`config.mk`:
```
export PLATFORM = sky130hd
export DESIGN_NAME = stq_cell
export DESIGN_NICKNAME = d
export VERILOG_FILES = /design/src/rtl/core/stq_pkg.sv /design/src/rtl/core/stq_cell.sv
export SDC_FILE = /design/constraint.sdc
export NUM_CORES = 1
export LEC_CHECK = 0
export BUFFER_PORTS_ARGS = -buffer_cell sky130_fd_sc_hd__buf_2
export CORE_ASPECT_RATIO = 0.8
export CORE_UTILIZATION = 34
export CTS_BUF_LIST = sky130_fd_sc_hd__clkbuf_2
export DETAILED_ROUTE_END_ITERATION = 8
export GPL_TIMING_DRIVEN = 0
export PLACE_DENSITY = 0.67
export SLEW_MARGIN = 25
export SYNTH_ARGS = -nofsm -noshare
export SYNTH_HDL_FRONTEND = slang
export SYNTH_SLANG_ARGS = --single-unit
```
`constraint.sdc`:
```
create_clock -name clk_i -period 3.4 [get_ports clk_i]
set_input_delay 0.34 -clock clk_i [delete_from_list [all_inputs] [get_ports clk_i]]
set_output_delay 0.34 -clock clk_i [all_outputs]
set_load 0.02 [all_outputs]
```
`src/rtl/core/stq_pkg.sv`:
```
package stq_pkg;

  localparam int unsigned DEPTH_DEFAULT = 64;
  localparam int unsigned NUM_IDS       = 64;
  localparam int unsigned ID_W          = 6;
  localparam int unsigned TIME_W        = 32;

  typedef enum logic [1:0] {
    REQ_ADD    = 2'd0,
    REQ_ADJUST = 2'd1,
    REQ_DELETE = 2'd2,
    REQ_TICK   = 2'd3
  } req_e;

  typedef enum logic [1:0] {
    KIND_STATUS   = 2'd0,
    KIND_EXPIRED  = 2'd1,
    KIND_NONE_DUE = 2'd2
  } kind_e;

  typedef enum logic [1:0] {
    STS_OK         = 2'd0,
    STS_FULL       = 2'd1,
    STS_ACTIVE     = 2'd2,
    STS_NOT_ACTIVE = 2'd3
  } status_e;

  typedef enum logic [1:0] {
    CELL_HOLD = 2'd0,
    CELL_INS  = 2'd1,
    CELL_SHL  = 2'd2
  } cell_op_e;

  typedef struct packed {
    logic              valid;
    logic [ID_W-1:0]   owner;
    logic [TIME_W-1:0] expiry;
  } entry_t;

  typedef struct packed {
    cell_op_e          op;
    logic [ID_W-1:0]   id;
    logic [TIME_W-1:0] expiry;
  } cmd_t;

endpackage

```
`src/rtl/core/stq_cell.sv`:
```
module stq_cell (
  input  logic           clk_i,
  input  logic           rst_ni,
  input  stq_pkg::cmd_t  cmd_i,
  input  logic           shl_i,
  input  stq_pkg::entry_t prev_i,
  input  logic           prev_le_i,
  input  stq_pkg::entry_t next_i,
  output stq_pkg::entry_t ent_o,
  output logic           le_o,
  output logic           hit_o
);

  logic                       valid_q, valid_d;
  logic [stq_pkg::ID_W-1:0]   owner_q, owner_d;
  logic [stq_pkg::TIME_W-1:0] expiry_q, expiry_d;

  assign ent_o = '{valid: valid_q, owner: owner_q, expiry: expiry_q};
  assign le_o  = valid_q && (expiry_q <= cmd_i.expiry);
  assign hit_o = valid_q && (owner_q == cmd_i.id);

  always_comb begin
    valid_d  = valid_q;
    owner_d  = owner_q;
    expiry_d = expiry_q;
    unique case (cmd_i.op)
      stq_pkg::CELL_INS: begin
        // keep entries not later than the new one, open a slot behind them
        if (!le_o) begin
          if (prev_le_i) begin
            valid_d  = 1'b1;
            owner_d  = cmd_i.id;
            expiry_d = cmd_i.expiry;
          end else begin
            valid_d  = prev_i.valid;
            owner_d  = prev_i.owner;
            expiry_d = prev_i.expiry;
          end
        end
      end
      stq_pkg::CELL_SHL: begin
        if (shl_i) begin
          valid_d  = next_i.valid;
          owner_d  = next_i.owner;
          expiry_d = next_i.expiry;
        end
      end
      default: begin
      end
    endcase
  end

  always_ff @(posedge clk_i or negedge rst_ni) begin
    if (!rst_ni) begin
      valid_q <= 1'b0;
    end else begin
      valid_q <= valid_d;
    end
  end

  always_ff @(posedge clk_i) begin
    owner_q  <= owner_d;
    expiry_q <= expiry_d;
  end

endmodule

```
==> out/qor.yml, run 1 <==
yosys:
  synthCells: 301
  synth_cell_types: 34
  synth_compound_area_frac: 0.1313
  synth_top_cell_area_share: 0.3899
  synth_fa_ha_area_frac: 0.1368
  synth-simple-area-share: 0.1193
  yosysTopAreaCell: "edfxtp_1"
  syn_area_per_cell_um2: 9.723
  synth_top_family_by_area: "adder cells"
  synth_area_leaders: "edfxtp_1, ha_1, mux2i_1, nand2_1, o21ai_0"
  synth.mux.area_fraction: 0.1334
  synth_xor_area_frac: 0.01796
  syn_nets: 455
  synth_seq_cells: 39
  synth-seq-area-share: 0.3985
  syn_area_um2: 2927
  synth_warnings: 0
floorplan:
  die_area_um2: 8985
  rows: 29
  core_area_um2: 8128
  start_util: 0.3601
  ioPinCount: 163
  fp.dieH_um: 84.98
  die_x_um: 105.7
pwr:
  switchingPower_mw: 0.4122
  p_comb_frac: 0.339
  pwr-share-seq: 0.489
  p_total_mw: 1.232
  p_clk_frac: 0.172
  irDropWorstVdd_uv: 137.6
  power.internal_mw: 0.8202
  p_per_area_nw_per_um2: 310.3
  sw_frac_of_total: 0.3345
  power.leakage_nw: 1.999
sta:
  setup_viol: 0
  maxSlewViolCount: 0
  post-route-min-period_ns: 2.782
  skew_ns: 0.02466
  finalHoldViolations: 0
  whs_ns: 0.2136
  fin_crit_sh: 0.8182
  rsz0062_at_grt: "false"
  slew_headroom: 0.4545
  max_freq_mhz: 359.5
  tns_ns: 0
  tightest_slew_ns: 0.8183
clocking:
  tritoncts: "built"
  cts.clk_slew.worst_paths_ns: 0.21
  cts.repair.resized: 0
  clk_path_buf_depth: 2
  htree_levels: 2
  clock_sinks: 39
  cts_buffers: 5
  clock_latency_ns: 0.39
  clockRootBuffer: "clkbuf_2"
cells_and_area:
  fin_area_um2: 3971
  drive_above_1_share: 0.3890
  diodes: 0
  final_util: 0.4886
  nNetsFinal: 626
  area_growth_pct: 35.70
setup_path:
  critPathArrivalTime_ns: 2.44
  cp-startpoint: "expiry_q[9]"
  reg2reg_from: "expiry_q[29]"
  crit_chain: "ha_1, a21o_1, nand3_1, a21oi_1, or4_4, a22oi_2, buf_2"
  cp-end-kind: "output port"
  cp_max_fo: 3
  crit_slowest_cell: "or4_4"
  cp_num_buf_inv: 1
  reg2reg_to: "expiry_q[1]"
  slowest_delay_ns: 0.54
  critPathRequiredTime_ns: 3.06
  path_class: "flip-flop to output port"
  critical_path.top_delay_family: "simple AND/OR/NAND/NOR gates"
  rr_worst_depth: 8
  critPathLaunchType: "flip-flop"
  reg2reg_slack_ns: 0.67
global_route:
  met3_usage: 0.03456
  grt-busiest-layer: "met2"
  use_met1: 0.2422
  grt_pass1_vias: 2840
  grt_pass1_wl_um: 13290
  met2_usage: 0.3327
  grt_max_degree: 16
  track_usage: 0.1886
  antenna_found_initial: 0
  grt-ovfl-total: 0
place:
  hpwl_um: 6855
  placed_cell_area_um2: 3921
  port_buffers: 161
  gp_congestion: 0.7768
min_path:
  hold_path.class: "input pin to flip-flop"
  min_path_cells: 3
  hp-start: "next_i[34]"
  min_to: "owner_q[2]"
routing:
  ant_nets: 0
  routed_wl_um: 8253
  vias: 2823
  post_drt_wl_per_cell_um: 14.20
  routed_via_density: 4.859
  drtPass1Iterations: 4
  drt-initial-drc-count: 89
  drcViolationCount: 0
run_status:
  status: "complete, no violations"
run:
  max_cap_viol_count: 0
layout make-up:
| cell class | instances | area, µm² |
|---|---|---|
| inverter | 33 | 123.9 |
| tap | 108 | 135.1 |
| multi-input combinational | 215 | 1588 |
| fill | 799 | 4156 |
| buffer | 14 | 60.06 |
| clock inverter | 1 | 5.005 |
| clock buffer | 7 | 35.03 |
| sequential | 39 | 1166 |
| timing repair buffer | 164 | 858.3 |
power groups by stage:
stage          logic, mW  registers [mW]  clock network (mW)
6_report           0.418           0.603               0.211
5_1_grt            0.466           0.607               0.239
4_1_cts            0.424           0.603               0.225
3_5_place_dp       0.421           0.614                   0
3_3_place_gp       0.396           0.615                   0
2_1_floorplan      0.197           0.654                   0
through the flow:
| step | cells | setup WS, ns |
|---|---|---|
| 6_report | 581 | 0.6181 |
| 5_1_grt | 581 | 0.3455 |
| 4_1_cts | 581 | 0.5515 |
| 3_5_place_dp | 572 | 0.5319 |
| 3_3_place_gp | 570 | -0.4351 |
| 2_1_floorplan | 301 | 0.2611 |
cells in the final DEF, fill, tap and decap left out, types with 5 or more instances in the layout:
cell type	count
o21ai_1	15
nand4_1	5
inv_1	33
edfxtp_1	38
ha_1	32
buf_2	164
clkbuf_2	7
clkbuf_1	9
o21ai_0	28
a21oi_1	13
nand2_1	48
mux2i_1	39
what timing repair did:
| item | 4_1_cts | 5_1_grt |
|---|---|---|
| setup buffers | 0 | 0 |
| hold endpoints to repair | 1 | 0 |
| hold buffers | 1 | 0 |
sequential cells by signal, summed over array words and instances, names as in the netlist:
register	count
owner_q	6
expiry_q	32
valid_q	1
how the worst max path moves through the flow:
| stage | to | depth (start not counted) |
|---|---|---|
| CTS | le_o | 7 |
| global route | le_o | 6 |
| finish | le_o | 7 |
| global placement | expiry_q[29] | 9 |
| floorplan | expiry_q[0] | 7 |
| detailed placement | expiry_q[20] | 10 |
worst min-delay path, cell delays in order:
cell and delay [ns]:
buf_2 0.07, nand2_1 0.04, o21ai_1 0.06
synth_stat cells:
cell type and instances:
o21ai_0 28, o2111ai_1 1, a22oi_2 1, dfrtp_1 1, nand3_2 1, nand4_1 5, mux2i_1 39, a2111oi_1 1
a21oi_1 13, o31a_1 1, nand2_1 48, nand2b_1 1, xor2_1 3, edfxtp_1 38, xnor2_1 3, nor2b_4 1
nor2_1 4, or4_4 1, nand4_2 2, nor4_1 2, a221oi_1 1, ha_1 32, a21o_1 4, inv_1 33
buf_2 3, o21ai_1 16, nor2b_1 2, buf_4 1, buf_1 1, o211ai_2 1, nor4_4 1, a211oi_1 1
clkbuf_1 9, nand3_1 2
layer usage:
layer  share of wire  wire [µm]
met5               0          0
met4          0.0056         46
met3           0.055        456
met2            0.46       3802
met1            0.48       3947
logic make-up (layout without fill, tap and decap cells):
family,count (synthesis),in the layout
AO/OA/AOI/OAI,68,68
XOR/XNOR,6,6
adder cells (fa/ha/maj),32,32
buffers and inverters,47,219
flip-flops,39,39
multiplexers,39,39
AND/OR/NAND/NOR,70,70
(Power assumes the default switching activity.)
==> run 2, diff against run 1 <==
--- a/config.mk
+++ b/config.mk
@@ -5,13 +5,13 @@
 export SDC_FILE = /design/constraint.sdc
 export NUM_CORES = 1
 export LEC_CHECK = 0
+export ABC_AREA = 1
 export BUFFER_PORTS_ARGS = -buffer_cell sky130_fd_sc_hd__buf_2
 export CORE_ASPECT_RATIO = 0.8
 export CORE_UTILIZATION = 34
 export CTS_BUF_LIST = sky130_fd_sc_hd__clkbuf_2
 export DETAILED_ROUTE_END_ITERATION = 8
 export GPL_TIMING_DRIVEN = 0
-export PLACE_DENSITY = 0.67
 export SLEW_MARGIN = 25
 export SYNTH_ARGS = -nofsm -noshare
 export SYNTH_HDL_FRONTEND = slang
==> constraint.sdc (replaced) <==
create_clock -name clk_i -period 2.8 [get_ports clk_i]
set_input_delay 0.28 -clock clk_i [delete_from_list [all_inputs] [get_ports clk_i]]
set_output_delay 0.28 -clock clk_i [all_outputs]
set_load 0.02 [all_outputs]
==> out/qor.yml, run 2 <==
cells_and_area:
  largest_reg_flops: 32  # unchanged
  drive_above_1_share: 0.3333  # -0.05567
  nNetsFinal: 708  # +13%
  multi_input_area_um2: 1506  # -5.1%
  fin_area_um2: 3951  # -0.50%
  layout_common_cells: "buf_2, nand2_1, o21ai_0"
  diodes: 0  # unchanged
  seq_area_um2: 1166  # unchanged
  area_growth_pct: 34.78
  top_regs: "expiry_q (32), owner_q (6), valid_q (1)"
  final_common_cell: "buf_2"
  top_register: "expiry_q"
  fill_cells: 886  # +11%
yosys:
  synth_area_leaders: "edfxtp_1, nand2_1, ha_1, o21ai_0, inv_1"
  synth_common_cells: "nand2_1, o21ai_0, inv_1"
  synth_warnings: 0  # unchanged
  synth_seq_cells: 39  # unchanged
  synthArstFlopShare: 0.02564  # unchanged
  synth-seq-area-share: 0.3978  # -0.0006803
  yosysTopAreaCell: "edfxtp_1"
  syn_area_um2: 2932  # +0.17%
  syn_nets: 539  # +18%
  synth_flop_cell: "edfxtp_1"
  synth_top_cell_area_share: 0.3892  # -0.0006657
  syn_area_per_cell_um2: 7.614  # -22%
  synthCells: 385  # +28%
  synth_edf_count: 38  # unchanged
  synth_cell_types: 25  # -26%
  yosysMostFrequentCell: "nand2_1"
floorplan:
  die_area_um2: 9000  # +0.17%
  die_x_um: 105.8  # about the same
  rows: 29  # unchanged
  ioPinCount: 163  # unchanged
  start_util: 0.3607  # +0.0006158
  fp.dieH_um: 85.06  # about the same
  core_area_um2: 8128  # unchanged
setup_path:
  path_class: "flip-flop to output port"
  rr_worst_depth: 11  # +3
  cp-end-kind: "output port"
  critPathArrivalTime_ns: 2.08  # -0.36 ns
  cp_max_fo: 2  # -1
  critPathLaunchType: "flip-flop"
  critPathRequiredTime_ns: 2.52  # -0.54 ns
run:
  max_cap_viol_count: 0  # unchanged
sta:
  post-route-min-period_ns: 2.360
  slew_headroom: 0.6369  # +0.1824
  rsz0062_at_grt: "false"
  max_freq_mhz: 423.8
  tns_ns: 0  # unchanged
  skew_ns: 0.02373  # -0.0009292 ns
  finalHoldViolations: 0  # unchanged
  setup_viol: 0  # unchanged
  fin_crit_sh: 0.8428
  tightest_slew_ns: 0.5442  # -0.2741 ns
  maxSlewViolCount: 0  # unchanged
pwr:
  p_total_mw: 1.604  # +30%
  p_per_area_nw_per_um2: 405.9  # +31%
  irDropWorstVdd_uv: 168.9  # +23%
  power.leakage_nw: 2.039  # +2.0%
routing:
  ant_nets: 0  # unchanged
  drtPass1Iterations: 4  # unchanged
  drcViolationCount: 0  # unchanged
  routed_via_density: 4.716  # -2.9%
  drt-initial-drc-count: 113  # +27%
  vias: 3127  # +11%
  routed_wl_um: 8655  # +4.9%
  post_drt_wl_per_cell_um: 13.05  # -8.1%
clocking:
  clk_path_buf_depth: 2  # unchanged
  htree_levels: 2  # unchanged
  clock_latency_ns: 0.39  # about the same
  clock_sinks: 39  # unchanged
  cts.clk_slew.worst_paths_ns: 0.22  # about the same
  tritoncts: "built"
  clockRootBuffer: "clkbuf_2"
  cts_buffers: 5  # unchanged
global_route:
  antenna_found_initial: 0  # unchanged
  grt_pass1_vias: 3039  # +7.0%
  track_usage: 0.1956  # +0.006945
  grt-ovfl-total: 0  # unchanged
  grt_pass1_wl_um: 13850  # +4.2%
  grt_max_degree: 40  # +24
place:
  hpwl_um: 6916  # +0.89%
  port_buffers: 161  # unchanged
  placed_cell_area_um2: 3872  # -1.2%
  gp_congestion: 0.8336  # +7.3%
min_path:
  min_path_cells: 3  # unchanged
  hold_path.class: "input pin to flip-flop"
run_status:
  status: "complete, no violations"
run 2: cell count changes in the layout (fill, tap and decap cells not counted), moves of 4 or more:
cell	delta
nor2_2	+5
inv_1	+15
nand2_1	+76
o21ai_0	+50
nor2_1	+5
o21ai_1	-12
buf_2	+4
mux2i_1	-39
run 2: path summary, 6_finish.rpt:
| check | to | start | slack, ns |
|---|---|---|---|
| max | le_o | expiry_q[27] | 0.44 |
| min | expiry_q[1] | next_i[1] | 0.15 |
| max reg2reg | expiry_q[18] | expiry_q[31] | 0.51 |
| min reg2reg | valid_q | valid_q | 0.62 |
| max in group asynchronous | valid_q | rst_ni | 2.56 |
| min in group asynchronous | valid_q | rst_ni | 0.16 |
run 2: report_power, final:
group | internal [mW] | switching [mW]
Clock | 0.147 | 0.196
Combinational | 0.204 | 0.307
Sequential | 0.716 | 0.0336
run 2: what timing repair did:
item / in CTS / in global routing
setup buffers: 0 / 0
setup endpoints to repair: 0 / 38
hold endpoints to repair: 1 / 0
hold buffers: 1 / 0
resized for setup: 0 / 1
run 2: cells by family after synthesis:
| kind of cell | synth area share |
|---|---|
| adders and majority gates | 0.1366 |
| buffers and inverters | 0.09005 |
| xor gates and xnor gates | 0.002988 |
| and+or+nand+nor | 0.1989 |
| DFF | 0.3978 |
| AOI/OAI and AO/OA | 0.1737 |
run 2: metrics by stage:
step	util	hold WS [ns]	cells	setup slack (ns)
floorplan	-	-0.01559	385	0.4910
CTS	0.4855	0.1260	663	0.1702
detailed placement	0.4764	0.05581	654	0.1862
global route	0.4861	0.1144	663	0.1640
global placement	0.4764	0.05570	654	0.1848
finish	0.4861	0.1504	663	0.4402
run 2: area by class of cell:
cell class | count | area share
repair buffers | 162 | 0.2065
multi-input cells | 279 | 0.3813
clock inverters | 3 | 0.009816
well taps | 108 | 0.03420
plain buffers | 17 | 0.01932
clock buffers | 5 | 0.006333
inverters | 50 | 0.04750
flip-flops and latches | 39 | 0.2951
run 2: metal layers:
layer / global-route usage / vias to the layer above / share of wire
li1: - / 1610 / -
met1: 0.2553 / 1393 / 0.47
met2: 0.3316 / 122 / 0.46
met3: 0.04531 / 2 / 0.069
met4: 0.04167 / 0 / 0.0034
met5: 0 / - / 0
run 2: worst max-delay path: stages, from the launching register on:
cell and delay [ns]:
edfxtp_1 0.47, ha_1 0.32, a21oi_1 0.13, o21ai_0 0.09, nand2_1 0.06, nand2_1 0.04
a21oi_1 0.17, nand2_1 0.07, nand2_1 0.07, nand2_2 0.06, inv_1 0.05, buf_2 0.16
